### config.mk
export PLATFORM = sky130hd
export DESIGN_NAME = string_compare_scan_engine_unit
export DESIGN_NICKNAME = d
export VERILOG_FILES = /design/src/rtl/scse_pkg.sv /design/src/rtl/scse_front.sv /design/src/rtl/scse_queue.sv /design/src/rtl/scse_back.sv /design/src/rtl/string_compare_scan_engine_unit.sv
export SDC_FILE = /design/constraint.sdc
export NUM_CORES = 2
export LEC_CHECK = 0
export ABC_CLOCK_PERIOD_IN_PS = 28500
export BUFFER_PORTS_ARGS = -buffer_cell sky130_fd_sc_hd__buf_4
export CAP_MARGIN = 25
export CORE_MARGIN = 3
export CORE_UTILIZATION = 60
export DETAILED_ROUTE_END_ITERATION = 12
export PLACE_DENSITY = 0.82
export SLEW_MARGIN = 5
export SYNTH_ARGS = -nofsm -noshare
export SYNTH_HDL_FRONTEND = slang
export SYNTH_HIERARCHICAL = 1
export SYNTH_SLANG_ARGS = --single-unit
### constraint.sdc
create_clock -name clk -period 28.5 [get_ports clk]
set_clock_uncertainty 0.15 [all_clocks]
set_input_delay 0 -clock clk [delete_from_list [all_inputs] [get_ports clk]]
set_output_delay 0 -clock clk [all_outputs]
set_load 0.03 [all_outputs]
### src/rtl/scse_pkg.sv
// ---------------------------------------------------------------------------
// scse_pkg
// Shared types, codes and helpers for the string compare / scan engine.
// ---------------------------------------------------------------------------
package scse_pkg;

  // Request codes on the input channel
  localparam logic REQ_START = 1'b0;
  localparam logic REQ_ELEM  = 1'b1;

  // Element width codes
  typedef logic [1:0] wcode_t;
  localparam wcode_t WCODE_B = 2'd0;
  localparam wcode_t WCODE_W = 2'd1;
  localparam wcode_t WCODE_D = 2'd2;
  localparam wcode_t WCODE_Q = 2'd3;

  // Command queue geometry
  localparam int QDEPTH = 2;
  localparam int QPTR_W = 1;
  localparam int QCNT_W = 2;

  // Classification made by the front end
  typedef enum logic [1:0] {
    CMD_START       = 2'd0,
    CMD_START_EMPTY = 2'd1,
    CMD_ELEM        = 2'd2
  } cmd_kind_t;

  // One queued command. For a start, word_a is the accumulator and word_b is
  // unused; for an element, word_a/word_b are the source/destination values.
  typedef struct packed {
    cmd_kind_t   kind;
    wcode_t      code;
    logic        scan;
    logic        soe;
    logic        rep;
    logic        back;
    logic [63:0] count;
    logic [63:0] src_addr;
    logic [63:0] dst_addr;
    logic [63:0] word_a;
    logic [63:0] word_b;
  } cmd_t;

  // Queue status seen by the front and back ends
  typedef struct packed {
    logic full;
    logic valid;
  } q_stat_t;

  function automatic wcode_t width_code(input logic [3:0] nbytes);
    wcode_t c;
    unique case (nbytes)
      4'd1:    c = WCODE_B;
      4'd2:    c = WCODE_W;
      4'd4:    c = WCODE_D;
      default: c = WCODE_Q;
    endcase
    return c;
  endfunction

  function automatic logic [63:0] width_mask(input wcode_t c);
    logic [63:0] m;
    unique case (c)
      WCODE_B: m = 64'h0000_0000_0000_00ff;
      WCODE_W: m = 64'h0000_0000_0000_ffff;
      WCODE_D: m = 64'h0000_0000_ffff_ffff;
      default: m = 64'hffff_ffff_ffff_ffff;
    endcase
    return m;
  endfunction

  function automatic logic [63:0] width_stride(input wcode_t c);
    logic [63:0] s;
    unique case (c)
      WCODE_B: s = 64'd1;
      WCODE_W: s = 64'd2;
      WCODE_D: s = 64'd4;
      default: s = 64'd8;
    endcase
    return s;
  endfunction

  function automatic logic sign_bit(input logic [63:0] v, input wcode_t c);
    logic s;
    unique case (c)
      WCODE_B: s = v[7];
      WCODE_W: s = v[15];
      WCODE_D: s = v[31];
      default: s = v[63];
    endcase
    return s;
  endfunction

endpackage

### src/rtl/scse_front.sv
// ---------------------------------------------------------------------------
// scse_front
// Input stage: accept items, classify them and hand them to the queue.
// ---------------------------------------------------------------------------
module scse_front import scse_pkg::*; (
  input  logic        clk,
  input  logic        rst_n,
  input  logic        in_valid,
  output logic        in_stall,
  input  logic        in_req_type,
  input  logic [3:0]  in_elem_bytes,
  input  logic        in_is_scan,
  input  logic        in_stop_on_equal,
  input  logic        in_is_rep,
  input  logic        in_backward,
  input  logic [63:0] in_count,
  input  logic [63:0] in_src_addr,
  input  logic [63:0] in_dst_addr,
  input  logic [63:0] in_accumulator,
  input  logic [63:0] in_src_value,
  input  logic [63:0] in_dst_value,
  input  q_stat_t     q_stat,
  output logic        push_valid,
  output cmd_t        push_cmd
);

  logic fv_r, fv_nxt;
  cmd_t cmd_r;
  cmd_t dec;
  logic accept;
  logic handoff;

  always_comb begin
    dec          = '0;
    dec.code     = width_code(in_elem_bytes);
    dec.scan     = in_is_scan;
    dec.soe      = in_stop_on_equal;
    dec.rep      = in_is_rep;
    dec.back     = in_backward;
    dec.count    = in_count;
    dec.src_addr = in_src_addr;
    dec.dst_addr = in_dst_addr;
    if (in_req_type == REQ_START) begin
      dec.kind   = (in_is_rep && (in_count == 64'd0)) ? CMD_START_EMPTY : CMD_START;
      dec.word_a = in_accumulator;
      dec.word_b = '0;
    end else begin
      dec.kind   = CMD_ELEM;
      dec.word_a = in_src_value;
      dec.word_b = in_dst_value;
    end
  end

  assign handoff  = fv_r && !q_stat.full;
  assign in_stall = fv_r && q_stat.full;
  assign accept   = in_valid && !in_stall;

  always_comb begin
    fv_nxt = fv_r;
    if (accept) begin
      fv_nxt = 1'b1;
    end else if (handoff) begin
      fv_nxt = 1'b0;
    end
  end

  always_ff @(posedge clk) begin
    if (!rst_n) begin
      fv_r <= 1'b0;
    end else begin
      fv_r <= fv_nxt;
    end
  end

  always_ff @(posedge clk) begin
    if (accept) begin
      cmd_r <= dec;
    end
  end

  assign push_valid = fv_r;
  assign push_cmd   = cmd_r;

endmodule

### src/rtl/scse_queue.sv
// ---------------------------------------------------------------------------
// scse_queue
// Short command queue between the front and back ends.
// ---------------------------------------------------------------------------
module scse_queue import scse_pkg::*; (
  input  logic    clk,
  input  logic    rst_n,
  input  logic    push_valid,
  input  cmd_t    push_cmd,
  input  logic    pop,
  output q_stat_t q_stat,
  output cmd_t    head_cmd
);

  cmd_t              mem [QDEPTH];
  logic [QPTR_W-1:0] wptr_r, wptr_nxt;
  logic [QPTR_W-1:0] rptr_r, rptr_nxt;
  logic [QCNT_W-1:0] cnt_r, cnt_nxt;
  logic              push;
  logic              pop_ok;

  assign q_stat.full  = (cnt_r == QCNT_W'(QDEPTH));
  assign q_stat.valid = (cnt_r != '0);
  assign push   = push_valid && !q_stat.full;
  assign pop_ok = pop && q_stat.valid;

  always_comb begin
    wptr_nxt = push   ? wptr_r + 1'b1 : wptr_r;
    rptr_nxt = pop_ok ? rptr_r + 1'b1 : rptr_r;
    cnt_nxt  = cnt_r + QCNT_W'(push) - QCNT_W'(pop_ok);
  end

  always_ff @(posedge clk) begin
    if (!rst_n) begin
      wptr_r <= '0;
      rptr_r <= '0;
      cnt_r  <= '0;
    end else begin
      wptr_r <= wptr_nxt;
      rptr_r <= rptr_nxt;
      cnt_r  <= cnt_nxt;
    end
  end

  always_ff @(posedge clk) begin
    if (push) begin
      mem[wptr_r] <= push_cmd;
    end
  end

  assign head_cmd = mem[rptr_r];

  a_cnt_bound: assert property (@(posedge clk) disable iff (!rst_n)
    cnt_r <= QCNT_W'(QDEPTH))
    else $error("queue count beyond depth");

endmodule

### src/rtl/scse_back.sv
// ---------------------------------------------------------------------------
// scse_back
// Execution stage: instruction state, per-element compare and result register.
// ---------------------------------------------------------------------------
module scse_back import scse_pkg::*; (
  input  logic        clk,
  input  logic        rst_n,
  input  q_stat_t     q_stat,
  input  cmd_t        head_cmd,
  output logic        pop,
  output logic        out_valid,
  input  logic        out_stall,
  output logic        out_done_res,
  output logic        out_flags_written,
  output logic [63:0] out_count_left,
  output logic [63:0] out_src_addr_out,
  output logic [63:0] out_dst_addr_out,
  output logic [3:0]  out_nzcv
);

  // Instruction state
  logic        busy_r, busy_nxt;
  wcode_t      code_r;
  logic        scan_r, soe_r, rep_r, back_r;
  logic [63:0] rem_r, saved_r, sptr_r, dptr_r, acc_r;

  // Result register
  logic        ov_r, ov_nxt;
  logic        done_r, fw_r;
  logic [63:0] cl_r, so_r, do_r;
  logic [3:0]  nzcv_r;

  // Element datapath
  logic [63:0] m, stride, a, b, rem_dec, sp_step, dp_step, sp_res, diff;
  logic        borrow, eq, done, emit;
  logic [3:0]  flags;

  assign pop = q_stat.valid && (!ov_r || !out_stall);

  always_comb begin
    m       = width_mask(code_r);
    stride  = width_stride(code_r);
    a       = scan_r ? acc_r : (head_cmd.word_a & m);
    b       = head_cmd.word_b & m;
    eq      = (a == b);
    sp_step = back_r ? sptr_r - stride : sptr_r + stride;
    dp_step = back_r ? dptr_r - stride : dptr_r + stride;
    sp_res  = scan_r ? sptr_r : sp_step;
    rem_dec = rem_r - 64'd1;
    done    = (rem_dec == 64'd0) || (soe_r ? eq : !eq);
    {borrow, diff} = {1'b0, a} - {1'b0, b};
    diff    = diff & m;
    flags   = {sign_bit(diff, code_r), (diff == 64'd0), !borrow,
               sign_bit((a ^ b) & (a ^ diff), code_r)};
  end

  // Which popped commands give a result
  always_comb begin
    emit = 1'b0;
    if (pop) begin
      unique case (head_cmd.kind)
        CMD_START_EMPTY: emit = 1'b1;
        CMD_ELEM:        emit = busy_r;
        default:         emit = 1'b0;
      endcase
    end
  end

  always_comb begin
    busy_nxt = busy_r;
    if (pop) begin
      unique case (head_cmd.kind)
        CMD_START:       busy_nxt = 1'b1;
        CMD_START_EMPTY: busy_nxt = 1'b0;
        CMD_ELEM:        busy_nxt = busy_r && !done;
        default:         busy_nxt = busy_r;
      endcase
    end
    ov_nxt = emit ? 1'b1 : (out_stall ? ov_r : 1'b0);
  end

  always_ff @(posedge clk) begin
    if (!rst_n) begin
      busy_r <= 1'b0;
      ov_r   <= 1'b0;
    end else begin
      busy_r <= busy_nxt;
      ov_r   <= ov_nxt;
    end
  end

  // Latch instruction state on a start; advance it on each live element
  always_ff @(posedge clk) begin
    if (pop) begin
      unique case (head_cmd.kind)
        CMD_START, CMD_START_EMPTY: begin
          code_r  <= head_cmd.code;
          scan_r  <= head_cmd.scan;
          soe_r   <= head_cmd.soe;
          rep_r   <= head_cmd.rep;
          back_r  <= head_cmd.back;
          saved_r <= head_cmd.count;
          rem_r   <= head_cmd.rep ? head_cmd.count : 64'd1;
          sptr_r  <= head_cmd.src_addr;
          dptr_r  <= head_cmd.dst_addr;
          acc_r   <= head_cmd.word_a & width_mask(head_cmd.code);
        end
        CMD_ELEM: begin
          if (busy_r) begin
            rem_r  <= rem_dec;
            sptr_r <= sp_res;
            dptr_r <= dp_step;
          end
        end
        default: begin
        end
      endcase
    end
  end

  always_ff @(posedge clk) begin
    if (emit) begin
      if (head_cmd.kind == CMD_START_EMPTY) begin
        done_r <= 1'b1;
        fw_r   <= 1'b0;
        cl_r   <= head_cmd.count;
        so_r   <= head_cmd.src_addr;
        do_r   <= head_cmd.dst_addr;
        nzcv_r <= 4'd0;
      end else begin
        done_r <= done;
        fw_r   <= done;
        cl_r   <= rep_r ? rem_dec : saved_r;
        so_r   <= sp_res;
        do_r   <= dp_step;
        nzcv_r <= done ? flags : 4'd0;
      end
    end
  end

  assign out_valid         = ov_r;
  assign out_done_res      = done_r;
  assign out_flags_written = fw_r;
  assign out_count_left    = cl_r;
  assign out_src_addr_out  = so_r;
  assign out_dst_addr_out  = do_r;
  assign out_nzcv          = nzcv_r;

  a_no_overwrite: assert property (@(posedge clk) disable iff (!rst_n)
    ov_r && out_stall |-> !pop)
    else $error("result overwritten while stalled");

  a_start_busy: assert property (@(posedge clk) disable iff (!rst_n)
    pop && (head_cmd.kind == CMD_START) |=> busy_r)
    else $error("start did not open an instruction");

  a_flags_clean: assert property (@(posedge clk) disable iff (!rst_n)
    ov_r && !fw_r |-> (nzcv_r == 4'd0))
    else $error("flags present without flags_written");

  a_done_idle: assert property (@(posedge clk) disable iff (!rst_n)
    emit |=> (busy_r == !done_r))
    else $error("busy disagrees with reported done");

endmodule

### src/rtl/string_compare_scan_engine_unit.sv
// ---------------------------------------------------------------------------
// string_compare_scan_engine_unit
// Compare-string / scan-string engine with repeat prefixes, NZCV result flags.
// ---------------------------------------------------------------------------
// Path: an item that gives a result passes, after acceptance, through the front
//   register, then the command queue, then the execute/result register, and
//   is taken from there while out_stall is low.
// Throughput: one item per cycle while neither the queue nor the result side
//   stalls; the execute stage computes the 64-bit pointer/count update and compare combinationally.
// Reset: synchronous, active low; clears the idle/busy mark, the queue
//   pointers and all valid flags. No clearing pass is needed.
// ---------------------------------------------------------------------------
module string_compare_scan_engine_unit import scse_pkg::*; (
  input  logic        clk,
  input  logic        rst_n,
  // input channel
  input  logic        in_valid,
  output logic        in_stall,
  input  logic        in_req_type,
  input  logic [3:0]  in_elem_bytes,
  input  logic        in_is_scan,
  input  logic        in_stop_on_equal,
  input  logic        in_is_rep,
  input  logic        in_backward,
  input  logic [63:0] in_count,
  input  logic [63:0] in_src_addr,
  input  logic [63:0] in_dst_addr,
  input  logic [63:0] in_accumulator,
  input  logic [63:0] in_src_value,
  input  logic [63:0] in_dst_value,
  // result channel
  output logic        out_valid,
  input  logic        out_stall,
  output logic        out_done_res,
  output logic        out_flags_written,
  output logic [63:0] out_count_left,
  output logic [63:0] out_src_addr_out,
  output logic [63:0] out_dst_addr_out,
  output logic [3:0]  out_nzcv
);

  // Front end -> queue
  logic    push_valid;
  cmd_t    push_cmd;
  // Queue -> back end
  q_stat_t q_stat;
  cmd_t    head_cmd;
  logic    pop;

  // Front end: register each item and tag it as a start, an empty-repeat
  // start (finishes at once) or an element. Hold while the queue is full.
  scse_front u_front (
    .clk              (clk),
    .rst_n            (rst_n),
    .in_valid         (in_valid),
    .in_stall         (in_stall),
    .in_req_type      (in_req_type),
    .in_elem_bytes    (in_elem_bytes),
    .in_is_scan       (in_is_scan),
    .in_stop_on_equal (in_stop_on_equal),
    .in_is_rep        (in_is_rep),
    .in_backward      (in_backward),
    .in_count         (in_count),
    .in_src_addr      (in_src_addr),
    .in_dst_addr      (in_dst_addr),
    .in_accumulator   (in_accumulator),
    .in_src_value     (in_src_value),
    .in_dst_value     (in_dst_value),
    .q_stat           (q_stat),
    .push_valid       (push_valid),
    .push_cmd         (push_cmd)
  );

  // Two-entry queue decouples front stalls from result-side stalls.
  scse_queue u_queue (
    .clk        (clk),
    .rst_n      (rst_n),
    .push_valid (push_valid),
    .push_cmd   (push_cmd),
    .pop        (pop),
    .q_stat     (q_stat),
    .head_cmd   (head_cmd)
  );

  // Back end: own the instruction state, advance pointers and count per
  // element, drop elements that arrive while idle, and hold the result.
  scse_back u_back (
    .clk               (clk),
    .rst_n             (rst_n),
    .q_stat            (q_stat),
    .head_cmd          (head_cmd),
    .pop               (pop),
    .out_valid         (out_valid),
    .out_stall         (out_stall),
    .out_done_res      (out_done_res),
    .out_flags_written (out_flags_written),
    .out_count_left    (out_count_left),
    .out_src_addr_out  (out_src_addr_out),
    .out_dst_addr_out  (out_dst_addr_out),
    .out_nzcv          (out_nzcv)
  );

endmodule

==> results_dict.tcl <==
set metrics [dict create \
    initialDrtViolationCount 6588 \
    cts_buffers 155 \
    max_cap_violations 0 \
    wl_per_cell_um 26.4 \
    post-route-util_pct 76.6 \
    grt_max_degree 157 \
    finalSetupViolations 0 \
    drv_slew 0 \
    antenna_found_initial 15 \
    die_area_sq_um 124000 \
    tightestPinTransition_ns 1.10 \
    max_freq_mhz 133 \
    area_growth_pct 26.4 \
    yosysWarnings 6 \
    finalHoldViolCount 0 \
    htree_num_levels 4 \
    syn_inst 5373 \
    ant_nets 0 \
    gr-usage-all-layers_pct 35.2 \
    synth.ff_latch_count 1516 \
    coreArea_sq_um 118000 \
    synth_nets 5971 \
    vias 53000 \
    place_congestion 0.956 \
    synth-edff-count 1508 \
    slowest_delay_ns 0.90 \
    status "finished clean" \
    firstDrtPassIters 6 \
    required_ns 28.97 \
    grt_pass1_wl_um 328000 \
    cts-root-buf "clkbuf_16" \
    finalInstanceArea_sq_um 90500 \
    slew_headroom_pct 26.5 \
    synthArstFlopShare_pct 0 \
    cts_sinks 1516 \
    dpl_cell_area_sq_um 77100 \
    die_width_um 352 \
    wl_um 222000 \
    ios 597 \
    ys_seq_area_share_pct 63.4 \
    hp-class "input pin to register" \
    fp.dieH_um 352 \
    postCtsSetupBuffers 0 \
    tns_ns 0 \
    p_leak_nw 33.4 \
    layout-drive-gt1-share_pct 20.3 \
    peakVddDrop_v 0.0000681 \
    cts_tree "done" \
    vias_per_cell 6.30 \
    critical-path-slowest-cell "dfxtp_4" \
    postSynthAreaPerCell_sq_um 13.3 \
    grt_pass1_vias 53800 \
    nets 7335 \
    io_buffers 596 \
    worst_setup_path_start_kind "register" \
    gr-total-overflow 0 \
    cp_max_fo 61 \
    synth_cell_type_count 107 \
    clock_latency_ns 0.78 \
    ys_dominant_reg_cell "edfxtp_1" \
    clk_pin_slew_ns 0.06 \
    clockBufferDepth 3 \
    power_density_nw_per_um2 95.7 \
    min_period_ns 7.53 \
    initial_core_util_pct 60.6 \
    detailed_place_hpwl_um 126000 \
    crit_path_end_kind "register" \
    worst-setup-path-type "register to register" \
    fin_crit_sh_pct 26.4 \
    row_count 126 \
    r2r_slack_ns 20.97 \
    drc 0 \
    cp_cell_sequence "buf_4 -> buf_4 -> mux2_2 -> nand2_1 -> o21ai_0 -> ha_1 -> nand4_1 -> nor3_1 -> nand3_1 -> o22ai_1 -> nor3_1 -> o21a_1 -> o21ai_0 -> mux2i_1 -> nand4_1 -> or4_1 -> o41ai_2 -> o2111a_1" \
    cp.arrival_ns 8.00 \
    rsz0062_at_grt "no" \
    netlist_area_sq_um 71600 \
]
[timing repair]
item                      4_1_cts  5_1_grt
resized for setup               0        0
hold endpoints to repair      377        0
hold buffers                  820        0
[Yosys cell counts, drive strengths merged, types with 10 or more instances]
| cell type | n | area (sq um) |
|---|---|---|
| or2 | 14 | 87.6 |
| o21a | 33 | 249 |
| mux2 | 499 | 5620 |
| clkbuf | 207 | 1090 |
| a211oi | 28 | 233 |
| and2 | 100 | 626 |
| xor2 | 90 | 788 |
| xnor2 | 136 | 1190 |
| o21bai | 46 | 345 |
| edfxtp | 1508 | 45300 |
| nor2 | 316 | 1190 |
| and3 | 65 | 407 |
| ha | 198 | 2480 |
| inv | 95 | 357 |
| o211ai | 20 | 155 |
| mux2i | 57 | 571 |
| or4 | 20 | 151 |
| a31oi | 40 | 265 |
| buf | 47 | 329 |
| o2111ai | 10 | 87.6 |
| nand4 | 56 | 357 |
| nand3 | 65 | 325 |
| nand2 | 543 | 2040 |
| a21oi | 374 | 1910 |
| o22ai | 13 | 81.3 |
| o21ai | 294 | 1480 |
| nor3 | 70 | 372 |
| a21o | 112 | 843 |
| o31ai | 24 | 204 |
| nand2b | 16 | 100 |
| nor4 | 41 | 299 |
| a22o | 48 | 420 |
| or3 | 19 | 119 |
| nor2b | 28 | 175 |
[path summary, 6_finish.rpt]
kind	startpoint	depth (start not counted)	end
setup reg to reg	register	18	u_back/out_nzcv[2]$_SDFFCE_PP0P_
hold reg to reg	u_front/push_cmd[260]$_DFFE_PP_	0	u_queue/mem[0][260]$_DFFE_PP_
setup / recovery	register	18	u_back/out_nzcv[2]$_SDFFCE_PP0P_
hold / removal	in_src_value[3]	3	u_front/push_cmd[67]$_DFFE_PP_
[final cells by class]
cell class / count / area (sq um)
Timing Repair Buffer: 1463 / 13100
Clock inverter: 110 / 1190
Tap cell: 1536 / 1920
Sequential cell: 1516 / 45400
Clock buffer: 177 / 3980
Multi-Input combinational cell: 3506 / 24500
Inverter: 95 / 369
Fill cell: 6491 / 27700
Antenna cell: 10 / 25.0
[critical path, delay by kind of cell (launching register included)]
kind | cells | cell delay (ns)
AND/OR/NAND/NOR | 7 | 1.69
multiplexers | 2 | 0.67
flip-flops | 1 | 0.90
adder cells (fa/ha/maj) | 1 | 0.55
AO/OA/AOI/OAI | 6 | 1.62
buffers and inverters | 2 | 1.67
[per-stage QoR]
stage / hold slack [ns] / power, mW / std cells / setup slack, ns
floorplan: -0.0511 / 5.55 / 5373 / 12.21
global placement: 0.0289 / 6.26 / 7293 / 21.14
detailed placement: 0.0293 / 6.31 / 7295 / 20.99
CTS: 0.00645 / 8.46 / 8402 / 20.96
global route: 0.0547 / 9.01 / 8411 / 20.50
finish: 0.103 / 8.66 / 8413 / 20.97
[logic make-up after synthesis]
family / share of synthesized area [%]
AOI/OAI and AO/OA: 10.0
xor gates and xnor gates: 2.76
adders and majority gates: 3.54
buffers and inverters: 2.50
DFF: 63.4
muxes: 8.64
and+or+nand+nor: 9.10
[flip-flops by register name, indices dropped and copies added, names as in the netlist, 4 cells and up, named ones only]
signal	flops
u_queue/mem	656
u_front/push_cmd	328
u_back/acc_r	64
u_back/dptr_r	64
u_back/out_count_left	64
u_back/out_dst_addr_out	64
u_back/out_src_addr_out	64
u_back/rem_r	64
u_back/saved_r	64
u_back/sptr_r	64
u_back/out_nzcv	4
[layer usage]
layer  up-vias  track usage, %  wire length (um)
li1      23100               -                 -
met1     25600            43.7             80600
met2      3513            59.0            108000
met3       801            6.70             20000
met4         6            18.6             13100
met5         -               0                41
[power by group]
| part | internal, mW | total, mW | switching, mW |
|---|---|---|---|
| sequential | 2.95 | 3.12 | 0.166 |
| combinational | 1.30 | 3.45 | 2.15 |
| clock | 1.17 | 2.10 | 0.923 |
[layout by cell type (no fill, tap or decap), types with 48 or more instances in the layout]
master	count
inv_1	90
ha_1	196
mux2_2	453
dlygate4sd3_1	820
clkbuf_16	156
buf_4	635
nand2_1	543
and2_1	98
and3_1	64
edfxtp_1	1508
nor3_1	67
a21o_1	110
nor2_1	313
mux2i_1	57
nand3_1	65
xor2_1	90
o21ai_0	281
xnor2_1	136
a22o_1	48
nand4_1	55
a21oi_1	367
(Power assumes the default switching activity.)
